## src/hdl/lkvc_pkg.sv

```systemverilog
// Package for the LRU key-value cache: item types, command codes, memory strobes, FSM states.
// No dependencies; every other file of the block imports it.
`timescale 1ns / 1ps
`default_nettype none

package lkvc_pkg;

	localparam int unsigned ENTRIES_DEF = 16;
	localparam int unsigned KEY_W       = 32;
	localparam int unsigned VAL_W       = 31;
	localparam int unsigned CAP_W       = 5;
	localparam logic [CAP_W-1:0] CAP_RESET = 5'd16;

	typedef enum logic {
		CMD_GET = 1'b0,
		CMD_PUT = 1'b1
	} cmd_t;

	typedef struct packed {
		cmd_t                    cmd;
		logic signed [KEY_W-1:0] key;
		logic [VAL_W-1:0]        value;
	} req_t;

	typedef struct packed {
		logic             hit;
		logic [VAL_W-1:0] read_value;
	} rsp_t;

	// memory strobes from the sequencer to the store
	typedef struct packed {
		logic rd_en;
		logic kd_we;
		logic rk_we;
	} mem_ctl_t;

	typedef enum logic [2:0] {
		ST_IDLE,
		ST_SEARCH,
		ST_DECIDE,
		ST_UPDATE,
		ST_PROMOTE,
		ST_DONE
	} state_t;

endpackage

`default_nettype wire

```

## src/hdl/lkvc_store.sv

```systemverilog
// Entry storage: key/data memory and recency rank memory, both with registered reads.
// Depends on lkvc_pkg.
`timescale 1ns / 1ps
`default_nettype none

module lkvc_store import lkvc_pkg::*; #(
	parameter int unsigned ENTRIES = ENTRIES_DEF,
	parameter int unsigned IW      = (ENTRIES > 1) ? $clog2(ENTRIES) : 1
) (
	input  logic                    clk,
	input  mem_ctl_t                ctl,
	input  logic [IW-1:0]           rd_addr,
	input  logic [IW-1:0]           wr_addr,
	input  logic signed [KEY_W-1:0] wr_key,
	input  logic [VAL_W-1:0]        wr_data,
	input  logic [IW-1:0]           wr_rank,
	output logic signed [KEY_W-1:0] rd_key,
	output logic [VAL_W-1:0]        rd_data,
	output logic [IW-1:0]           rd_rank
);

	logic [KEY_W+VAL_W-1:0] kd_mem [ENTRIES];
	logic [IW-1:0]          rank_mem [ENTRIES];
	logic [KEY_W+VAL_W-1:0] kd_rd_q;

	always_ff @(posedge clk) begin
		if (ctl.kd_we) begin
			kd_mem[wr_addr] <= {wr_key, wr_data};
		end
		if (ctl.rd_en) begin
			kd_rd_q <= kd_mem[rd_addr];
		end
	end

	always_ff @(posedge clk) begin
		if (ctl.rk_we) begin
			rank_mem[wr_addr] <= wr_rank;
		end
		if (ctl.rd_en) begin
			rd_rank <= rank_mem[rd_addr];
		end
	end

	assign rd_key  = kd_rd_q[KEY_W+VAL_W-1:VAL_W];
	assign rd_data = kd_rd_q[VAL_W-1:0];

endmodule

`default_nettype wire

```

## src/hdl/lkvc_ctrl.sv

```systemverilog
// Sequencer: search sweep, hit/evict/insert decision, entry write, rank promote sweep.
// Depends on lkvc_pkg; drives lkvc_store.
`timescale 1ns / 1ps
`default_nettype none

module lkvc_ctrl import lkvc_pkg::*; #(
	parameter int unsigned ENTRIES = ENTRIES_DEF,
	parameter int unsigned IW      = (ENTRIES > 1) ? $clog2(ENTRIES) : 1,
	parameter int unsigned CW      = $clog2(ENTRIES + 1)
) (
	input  logic                    clk,
	input  logic                    arst_n,
	input  logic                    start,
	input  req_t                    req,
	input  logic [CW-1:0]           cap_eff,
	output logic                    busy,
	output logic                    res_valid,
	output rsp_t                    res,
	input  logic                    res_take,
	output mem_ctl_t                ctl,
	output logic [IW-1:0]           rd_addr,
	output logic [IW-1:0]           wr_addr,
	output logic signed [KEY_W-1:0] wr_key,
	output logic [VAL_W-1:0]        wr_data,
	output logic [IW-1:0]           wr_rank,
	input  logic signed [KEY_W-1:0] rd_key,
	input  logic [VAL_W-1:0]        rd_data,
	input  logic [IW-1:0]           rd_rank
);

	state_t state_q, state_d;

	// control
	logic [CW-1:0] cnt_q;      // valid entries occupy slots 0..cnt_q-1
	logic [CW-1:0] idx_q;      // sweep read pointer
	logic          pend_s1;    // read data returns this cycle
	logic          found_q;

	// item and sweep payload
	logic [IW-1:0]           addr_s1;
	cmd_t                    cmd_q;
	logic signed [KEY_W-1:0] key_q;
	logic [VAL_W-1:0]        val_q;
	logic [IW-1:0]           slot_q;
	logic [IW-1:0]           bound_q;  // ranks below this move down one place
	logic [IW-1:0]           lru_q;
	logic                    hit_q;
	logic [VAL_W-1:0]        rdata_q;

	logic issue, match_now, grow, evict;

	assign match_now = (state_q == ST_SEARCH) && pend_s1 && (rd_key == key_q);
	assign grow      = !found_q && (cmd_q == CMD_PUT) && (cnt_q < cap_eff);
	assign evict     = !found_q && (cmd_q == CMD_PUT) && !(cnt_q < cap_eff);
	assign issue     = ((state_q == ST_SEARCH) && (idx_q != cnt_q) && !found_q && !match_now)
		|| ((state_q == ST_PROMOTE) && (idx_q != cnt_q));

	always_comb begin
		state_d = state_q;
		case (state_q)
			ST_IDLE: begin
				if (start) state_d = ST_SEARCH;
			end
			ST_SEARCH: begin
				if ((found_q || (idx_q == cnt_q)) && !pend_s1) state_d = ST_DECIDE;
			end
			ST_DECIDE: begin
				if (!found_q && (cmd_q == CMD_GET)) state_d = ST_DONE;
				else state_d = ST_UPDATE;
			end
			ST_UPDATE:  state_d = ST_PROMOTE;
			ST_PROMOTE: begin
				if ((idx_q == cnt_q) && !pend_s1) state_d = ST_DONE;
			end
			ST_DONE: begin
				if (res_take) state_d = ST_IDLE;
			end
			default: state_d = ST_IDLE;
		endcase
	end

	always_comb begin
		ctl.rd_en = issue;
		ctl.kd_we = (state_q == ST_UPDATE) && (cmd_q == CMD_PUT);
		ctl.rk_we = (state_q == ST_UPDATE)
			|| ((state_q == ST_PROMOTE) && pend_s1 && (addr_s1 != slot_q)
				&& (rd_rank < bound_q));
		rd_addr   = idx_q[IW-1:0];
		wr_addr   = (state_q == ST_UPDATE) ? slot_q : addr_s1;
		wr_rank   = (state_q == ST_UPDATE) ? '0 : rd_rank + IW'(1);
		wr_key    = key_q;
		wr_data   = val_q;
		busy      = (state_q != ST_IDLE);
		res_valid = (state_q == ST_DONE);
		res.hit        = hit_q;
		res.read_value = rdata_q;
	end

	always_ff @(posedge clk or negedge arst_n) begin
		if (!arst_n) begin
			state_q <= ST_IDLE;
			cnt_q   <= '0;
			idx_q   <= '0;
			pend_s1 <= 1'b0;
			found_q <= 1'b0;
		end else begin
			state_q <= state_d;
			pend_s1 <= issue;
			if (issue) idx_q <= idx_q + CW'(1);
			case (state_q)
				ST_IDLE: begin
					if (start) begin
						idx_q   <= '0;
						found_q <= 1'b0;
					end
				end
				ST_SEARCH: begin
					if (match_now) found_q <= 1'b1;
				end
				ST_DECIDE: begin
					idx_q <= '0;
					if (grow) cnt_q <= cnt_q + CW'(1);
				end
				default: ;
			endcase
		end
	end

	always_ff @(posedge clk) begin
		if (issue) addr_s1 <= rd_addr;
		case (state_q)
			ST_IDLE: begin
				if (start) begin
					cmd_q <= req.cmd;
					key_q <= req.key;
					val_q <= req.value;
				end
			end
			ST_SEARCH: begin
				if (match_now) begin
					slot_q  <= addr_s1;
					bound_q <= rd_rank;
					rdata_q <= rd_data;
				end
				if (pend_s1 && (CW'(rd_rank) == cnt_q - CW'(1))) lru_q <= addr_s1;
			end
			ST_DECIDE: begin
				hit_q <= found_q;
				if (!found_q) rdata_q <= '0;
				if (evict) begin
					slot_q  <= lru_q;
					bound_q <= IW'(cnt_q - CW'(1));
				end
				if (grow) begin
					slot_q  <= cnt_q[IW-1:0];
					bound_q <= cnt_q[IW-1:0];
				end
			end
			default: ;
		endcase
	end

	a_start_search: assert property (@(posedge clk) disable iff (!arst_n)
		start && !busy |=> state_q == ST_SEARCH)
		else $error("accepted item did not start a search");

	a_promote_skips_slot: assert property (@(posedge clk) disable iff (!arst_n)
		(state_q == ST_PROMOTE) && ctl.rk_we |-> wr_addr != slot_q)
		else $error("promote sweep overwrote the promoted slot rank");

	a_count_step: assert property (@(posedge clk) disable iff (!arst_n)
		cnt_q != $past(cnt_q) |-> cnt_q == $past(cnt_q) + CW'(1))
		else $error("entry count changed by other than one");

	a_idx_bound: assert property (@(posedge clk) disable iff (!arst_n)
		(state_q == ST_SEARCH) || (state_q == ST_PROMOTE) |-> idx_q <= cnt_q)
		else $error("sweep pointer passed the entry count");

	a_done_release: assert property (@(posedge clk) disable iff (!arst_n)
		res_valid && res_take |=> !busy)
		else $error("sequencer held after its result was taken");

endmodule

`default_nettype wire

```

## src/hdl/lru_key_value_cache_top.sv

```systemverilog
// Top level of the LRU key-value cache: capacity register, result register,
// sequencer and entry store. Depends on lkvc_pkg, lkvc_ctrl, lkvc_store.
`timescale 1ns / 1ps
`default_nettype none

// Fully associative key-value cache with least-recently-used replacement.
// Each item on the req channel is a get or a put of a 32-bit key; each gives
// exactly one item on the rsp channel: hit and the value held before the item
// (0 on a miss). A get miss changes nothing; a put miss inserts the key as most
// recent, evicting the least recent entry once the held count reaches the
// capacity register (0 acts as 1, values above ENTRIES act as ENTRIES; lowering
// it never evicts at once, later misses replace in place). Keys, values and
// recency ranks live in two single-port-read memories indexed by slot; valid
// entries always fill slots 0..N-1, so a fill count replaces valid bits and no
// clearing pass runs after reset. From one accepted item to the next, a get
// miss runs a search sweep over all held entries, decide, done (which waits
// for the result register to free) and idle; a hit stops its search at the
// matching slot, then runs decide, a write state, a rank promote sweep, done
// and idle; a put miss runs the same steps after a full search, and when it
// inserts, its promote sweep also covers the new entry. Each sweep issues one
// memory read per cycle. One item is in work at a time; req_stall is high
// while it is, and the next item is taken even while the previous result
// still waits in the output register. The capacity port always accepts;
// write it only while the block is idle.

module lru_key_value_cache_top import lkvc_pkg::*; #(
	parameter int unsigned ENTRIES = ENTRIES_DEF
) (
	input  logic             clk,
	input  logic             arst_n,
	// request items
	input  logic             req_valid,
	output logic             req_stall,
	input  req_t             req,
	// result items
	output logic             rsp_valid,
	input  logic             rsp_stall,
	output rsp_t             rsp,
	// capacity register write
	input  logic             cfg_valid,
	output logic             cfg_ready,
	input  logic [CAP_W-1:0] cfg_data
);

	localparam int unsigned IW = (ENTRIES > 1) ? $clog2(ENTRIES) : 1;
	localparam int unsigned CW = $clog2(ENTRIES + 1);

	logic [CAP_W-1:0] capacity_q;
	logic [CW-1:0]    cap_eff;

	logic             busy, res_valid, out_free, start;
	rsp_t             res;
	logic             rsp_valid_q;
	rsp_t             rsp_q;

	mem_ctl_t                ctl;
	logic [IW-1:0]           rd_addr, wr_addr, wr_rank, rd_rank;
	logic signed [KEY_W-1:0] wr_key, rd_key;
	logic [VAL_W-1:0]        wr_data, rd_data;

	assign cfg_ready = 1'b1;

	always_ff @(posedge clk or negedge arst_n) begin
		if (!arst_n) begin
			capacity_q <= CAP_RESET;
		end else if (cfg_valid && cfg_ready) begin
			capacity_q <= cfg_data;
		end
	end

	// zero reads as one, anything above the entry count saturates
	always_comb begin
		if (capacity_q == '0) begin
			cap_eff = CW'(1);
		end else if (32'(capacity_q) > 32'(ENTRIES)) begin
			cap_eff = CW'(ENTRIES);
		end else begin
			cap_eff = CW'(capacity_q);
		end
	end

	assign req_stall = busy;
	assign start     = req_valid && !busy;

	// result register: refills as soon as the old item leaves
	assign out_free = !rsp_valid_q || !rsp_stall;

	always_ff @(posedge clk or negedge arst_n) begin
		if (!arst_n) begin
			rsp_valid_q <= 1'b0;
		end else if (res_valid && out_free) begin
			rsp_valid_q <= 1'b1;
		end else if (!rsp_stall) begin
			rsp_valid_q <= 1'b0;
		end
	end

	always_ff @(posedge clk) begin
		if (res_valid && out_free) rsp_q <= res;
	end

	assign rsp_valid = rsp_valid_q;
	assign rsp       = rsp_q;

	lkvc_ctrl #(
		.ENTRIES (ENTRIES),
		.IW      (IW),
		.CW      (CW)
	) u_ctrl (
		.clk       (clk),
		.arst_n    (arst_n),
		.start     (start),
		.req       (req),
		.cap_eff   (cap_eff),
		.busy      (busy),
		.res_valid (res_valid),
		.res       (res),
		.res_take  (out_free),
		.ctl       (ctl),
		.rd_addr   (rd_addr),
		.wr_addr   (wr_addr),
		.wr_key    (wr_key),
		.wr_data   (wr_data),
		.wr_rank   (wr_rank),
		.rd_key    (rd_key),
		.rd_data   (rd_data),
		.rd_rank   (rd_rank)
	);

	lkvc_store #(
		.ENTRIES (ENTRIES),
		.IW      (IW)
	) u_store (
		.clk     (clk),
		.ctl     (ctl),
		.rd_addr (rd_addr),
		.wr_addr (wr_addr),
		.wr_key  (wr_key),
		.wr_data (wr_data),
		.wr_rank (wr_rank),
		.rd_key  (rd_key),
		.rd_data (rd_data),
		.rd_rank (rd_rank)
	);

endmodule

`default_nettype wire
```

## config.mk

```make
export PLATFORM = sky130hd
export DESIGN_NAME = lru_key_value_cache_top
export DESIGN_NICKNAME = d
export VERILOG_FILES = /design/src/hdl/lkvc_pkg.sv /design/src/hdl/lkvc_store.sv /design/src/hdl/lkvc_ctrl.sv /design/src/hdl/lru_key_value_cache_top.sv
export SDC_FILE = /design/constraint.sdc
export NUM_CORES = 1
export LEC_CHECK = 0
export ABC_CLOCK_PERIOD_IN_PS = 4840
export BUFFER_PORTS_ARGS = -buffer_cell sky130_fd_sc_hd__buf_2
export CORE_ASPECT_RATIO = 0.75
export CORE_MARGIN = 3
export CORE_UTILIZATION = 50
export DETAILED_ROUTE_END_ITERATION = 12
export GPL_TIMING_DRIVEN = 0
export MAX_ROUTING_LAYER = met4
export PLACE_DENSITY = 0.7
export SETUP_SLACK_MARGIN = 0.15
export SLEW_MARGIN = 10
export SYNTH_ARGS = -nofsm -noshare
export SYNTH_HDL_FRONTEND = slang
export SYNTH_SLANG_ARGS = --single-unit
```

## constraint.sdc

```tcl
create_clock -name clk -period 4.84 [get_ports clk]
set_input_delay 0.484 -clock clk [delete_from_list [all_inputs] [get_ports clk]]
set_output_delay 0.484 -clock clk [all_outputs]
set_load 0.1 [all_outputs]
```

Yosys cells after proc, flatten, opt, wreduce, memory -nomap -nowiden
Memory sizes are Yosys's and may differ from the RTL's. A register that Yosys moved wholly into a read port is not among the register bits.
Index checks and enable logic that the tools add are counted.

storage, ports and cells
  logic and storage cells = 121
  RAM bits = 1072
  memories = 2
  output and inout port bits = 35
  bits in registers = 165
  bits of input ports = 74

cells by class
  add/subtract/negate cells = 4
  order comparisons = 3
  bitwise operators = 1
  eq/ne operators = 18
  reduce and logical (&&, ||, !) cells = 42
  mux-type cells = 33

memory list
  memory            words  bits a word  rd ports  clocked after Yosys merged registers in  wr ports  RTL line          source
  u_store.kd_mem    16     63           1         1                                        1         lkvc_store.sv:22  logic [KEY_W+VAL_W-1:0] kd_mem [ENTRIES];
  u_store.rank_mem  16     4            1         1                                        1         lkvc_store.sv:23  logic [IW-1:0] rank_mem [ENTRIES];

operators by type and width
  cell                 count
  $mux 31              2
  $pmux 31 s2          1
  $eq 32x32->1         1
  $mux 4               8
  $mux 5               4
  $logic_and 1x1->1    19
  $pmux 3 s6           1
  $pmux 4 s2           2
  $mux 3               5
  $add 5x1->5 const B  2
  $pmux 5 s2           1
  $reduce_and 3->1     3
  $mux 1               8
  $ne 2x2->1 const B   4
  $logic_not 1->1      7
  $eq 3x2->1 const B   2
  $eq 3x3->1 const B   2
  $ne 2x1->1 const B   3
  $reduce_and 2->1     3
  $eq 4x5->1           1
  $eq 5x5->1           1
  $gt 5x5->1 const B   1
  $logic_not 5->1      1
  $lt 5x5->1           1
  other kinds (14)     18

Depth between registers and ports, before layout
  depth after elaboration = 9
  gate-level depth with buffers = 9
  gate-level depth less buffers = 8

Cells and area by module
A second synthesis with hierarchy kept.

unflattened totals
  cells, all modules = 2210
  area total of the unflattened synthesis = 48983.2 um2

by module, submodules not included
  module                   cells each  times used  area each (um2)
  lkvc_store               1749        1           42175.4
  lkvc_ctrl                404         1           5570.3
  lru_key_value_cache_top  57          1           1237.4

Worst setup path before layout
OpenSTA, ideal clock, no wires.

  kind = register -> register
  start = register u_ctrl.state_q[2]
  end = register u_ctrl.cmd_q, enable pin
  buffers on the path = 1
  stages on the path, launching flop included = 4
  setup slack = 0.093 ns
  arrival time = 4.260 ns
  library setup time = 0.487 ns
  cell sequence = dfrtp_1 clkbuf_1 or3_1 nor2_1

between the ends
  word-level cells in the longest chain between the ends = 4
  elaborated cells between the ends (all ways) = 5
  those cells by class = reduce/logical (5)

ends and longest elaborated chain
  item                        RTL line                       source
  start, declared             lkvc_ctrl.sv:31                state_t state_q, state_d;
  start signal, assigned      lkvc_ctrl.sv:107               state_q <= state_d;
  $reduce_bool 3->1           lkvc_ctrl.sv:93                busy = (state_q != ST_IDLE);
  named net req_stall         lru_key_value_cache_top.sv:33  output logic req_stall,
  $logic_not 1->1             lru_key_value_cache_top.sv:83  assign start = req_valid && !busy;
  $logic_and 1x1->1           lru_key_value_cache_top.sv:83
  $reduce_and 2->1 (no line)  -
  end signal, assigned        lkvc_ctrl.sv:134               cmd_q <= req.cmd;
  end, declared               lkvc_ctrl.sv:41                cmd_t cmd_q;

The timed path passes the listed nets, and every way through them passes these cells.
A chain may end at the register's enable or synchronous reset.

Final worst setup path
  start = register u_ctrl.state_q[2]
  end = memory u_store.kd_mem[15][39] (netlist bit), enable pin

between the ends
  word-level cells in the longest chain between the ends = 4
  elaborated cells between the ends (all ways) = 5
  those cells by class = eq/ne (1); mux (3); reduce/logical (1)

ends and longest elaborated chain
  item                          RTL line                          source
  $eq 3x2->1 (*)                lkvc_ctrl.sv:84, lkvc_ctrl.sv:89
  $logic_and 1x1->1             lkvc_ctrl.sv:84                   ctl.kd_we = (state_q == ST_UPDATE) && (cmd_q == CMD_PUT);
  $mux 1                        lkvc_store.sv:27                  if (ctl.kd_we) begin
  $mux 1 (implied by the code)  lkvc_store.sv:28                  kd_mem[wr_addr] <= {wr_key, wr_data};
  end, declared                 lkvc_store.sv:22

Every way passes the cells marked *; elsewhere a longest branch is shown, timed or not.

==> impl_metrics.tcl <==
set metrics [dict create \
    synthArstFlopShare 0.0161 \
    drt_iter0_drc 3146 \
    hpwl_mm 70.1 \
    dieArea_sq_um 102000 \
    worst-r2r-setup-slack_ns 1.03 \
    grt_pass1_vias 23494 \
    seqPwrFrac 0.485 \
    cts_root_buf "clkbuf_16" \
    core.rowCount 98 \
    synth.area.top_cells "edfxtp_1 79%, mux4_2 15%, dfrtp_1 1.0%, xnor2_1 0.52%, and2_1 0.41%" \
    worst-endpoint-required_ns 5.23 \
    path_max_fanout 19 \
    slew_headroom 0.218 \
    synth_top_area_frac 0.786 \
    synth_compound_area_frac 0.00636 \
    grt_max_degree 32 \
    powerDensity_nw_per_um2 531 \
    drt-pass1-iter-count 5 \
    run_status "completed" \
    tns_ns 0 \
    vdd_drop_max_mv 0.422 \
    avgRoutedWirePerCell_um 29.9 \
    die_w_um 368 \
    synthesis.area_sq_um 49000 \
    syn-num-nets 2125 \
    fin_nets 2475 \
    vias 23008 \
    drive_above_1_share 0.294 \
    grt_first_pass_wirelength_mm 165 \
    place_congestion 0.809 \
    port_buffers 107 \
    yosys.area.top_type "edfxtp_1" \
    cts_buffers 115 \
    synth_cell_types 54 \
    vias_per_cell 6.08 \
    final_cell_mix "1283 x edfxtp_1, 335 x mux4_2, 132 x buf_2" \
    leakagePower_nw 17.8 \
    p_int_mw 21.7 \
    final_area_sq_um 57000 \
    synth_ff_type "edfxtp_1" \
    core_sq_um 96300 \
    post-route-period-util 0.788 \
    syn_to_final_growth_pct 16.2 \
    postRouteAntennaNets 0 \
    drc 0 \
    cts_tree "built" \
    synth_mux_area_frac 0.157 \
    fin_crit_ns 3.81 \
    synth_edf_count 1283 \
    tightest_slew_ns 1.17 \
    comb_power_share 0.224 \
    avgSynthCellArea_sq_um 24.0 \
    clk-insertion-delay-late_ns 0.70 \
    drv_cap 0 \
    synth_top_family_by_area "multiplexers" \
    yosysSeqAreaShare 0.797 \
    post_cts_buffers 0 \
    clock_skew_ns 0.0324 \
    cts.sinks 1304 \
    clk_pin_slew_ns 0.06 \
    synth_xor_area_frac 0.00911 \
    finalWorstSetupSlack_ns 1.03 \
    die_h_um 277 \
    synthAdderAreaFrac 0.00281 \
    setup_violations 0 \
    start_util 0.509 \
    yosys.area_share.simple 0.0177 \
    worstPathArrival_ns 4.21 \
    critPathLaunchType "register" \
    htreeDepth 3 \
    layout_commonest_cell "edfxtp_1" \
    cts_resized 0 \
    pre_cts_ws_ns 1.15 \
    syn_inst 2040 \
    switching_share 0.283 \
    rr_startpoint "u_ctrl.state_q[2]" \
    path_class "reg2reg" \
    crit_path_end_kind "register" \
    power_mw 30.2 \
    clk_path_buf_depth 3 \
    hold_viol 0 \
    place_area_sq_um 52700 \
    ios 109 \
    max_clock_freq_mhz 262 \
    hp-class "in2reg" \
    p_switching_mw 8.55 \
    ys_seq_elements 1304 \
    cp-startpoint "u_ctrl.state_q[2]" \
    r2r_end "u_store.kd_mem[15][39]" \
    rsz0062_at_grt "false" \
    pwr-share-clk 0.291 \
    antenna_found_initial 1 \
    drt_wl_total_mm 113 \
    drv_slew 0 \
    grt_usage 0.233 \
    rr_worst_depth 9 \
    yosys_warnings 0 \
    hp-start "cfg_data[4]" \
    crit_end "u_store.kd_mem[15][39]" \
    grt_overflow 0 \
]
-- metal layers --
layer | global-route usage | share of wire | up-vias
li1 | - | - | 9380
met1 | 0.335 | 0.41 | 12163
met2 | 0.344 | 0.47 | 1274
met3 | 0.0523 | 0.10 | 191
met4 | 0.0559 | 0.023 | 0
met5 | - | 0 | -
-- registers in the layout, indices dropped and copies added (netlist names), 31 cells and up --
name,flops
u_ctrl.rdata_q,31
u_store.rank_mem,64
u_ctrl.wr_data,31
u_store.kd_rd_q,63
u_store.kd_mem,1008
u_ctrl.wr_key,32
rsp,32
-- what timing repair did --
action | CTS | global route
endpoints found under the setup margin | 0 | 0
endpoints found under the hold margin | 82 | 0
hold buffers | 63 | 0
-- worst min-delay path by stage --
stage	end	depth (start not counted)	slack (ns)
after floorplan	capacity_q[0]	0	0.19
final	capacity_q[4]	3	0.04
after global routing	capacity_q[4]	3	0.01
after global placement	rsp[31]	0	0.40
after CTS	capacity_q[4]	3	0.0004
after detailed placement	rsp[11]	0	0.40
-- through the flow --
stage | utilization | hold slack, ns | cells
6_report | 0.592 | 0.0404 | 3787
4_1_cts | 0.592 | 0.000406 | 3785
3_3_place_gp | 0.532 | 0.404 | 3447
2_1_floorplan | - | 0.188 | 2040
3_5_place_dp | 0.548 | 0.405 | 3510
5_1_grt | 0.592 | 0.0131 | 3785
-- critical path, cell delays in order, from the launching register on --
cell,delay (ns)
dfrtp_1,0.43
clkbuf_1,0.24
nor2_1,0.21
clkbuf_1,0.41
buf_2,0.31
nand4_1,0.42
nor2_4,0.73
buf_12,0.29
buf_12,0.23
buf_12,0.20
-- cell type report --
cell class / count / area [sq um]
tap: 1300 / 1630
timing repair buffer: 233 / 2560
antenna: 2 / 5.00
multi-input combinational: 631 / 9640
clock buffer: 142 / 3020
sequential: 1304 / 39100
clock inverter: 70 / 559
fill: 6564 / 39300
inverter: 14 / 52.6
buffer: 91 / 457
-- logic make-up after synthesis --
group / after synthesis
flops: 1304
mux: 349
simple gates: 170
buf+inv: 105
xor+xnor: 51
compound gates: 49
fa+ha+maj: 11
other cells: 1
-- Yosys cell counts, drive strengths merged (3+ instances only) --
master / count
a21o: 3
a21oi: 9
a31oi: 6
and2: 32
buf: 46
clkbuf: 45
dfrtp: 20
edfxtp: 1283
ha: 11
inv: 14
mux2: 4
mux2i: 10
mux4: 335
nand2: 29
nand2b: 3
nand3: 12
nand4: 8
nor2: 49
nor2b: 8
nor3: 8
nor3b: 4
nor4: 4
o21ai: 17
xnor2: 29
xor2: 22
-- power by group through the flow --
stage,clock network [mW],logic [mW],registers [mW]
2_1_floorplan,0,4.26,15.0
3_3_place_gp,0,6.21,14.8
3_5_place_dp,0,6.74,14.9
4_1_cts,8.93,6.84,14.7
5_1_grt,9.38,7.21,14.8
6_report,8.79,6.77,14.7
No activity file was read; power rests on OpenSTA's default activity.
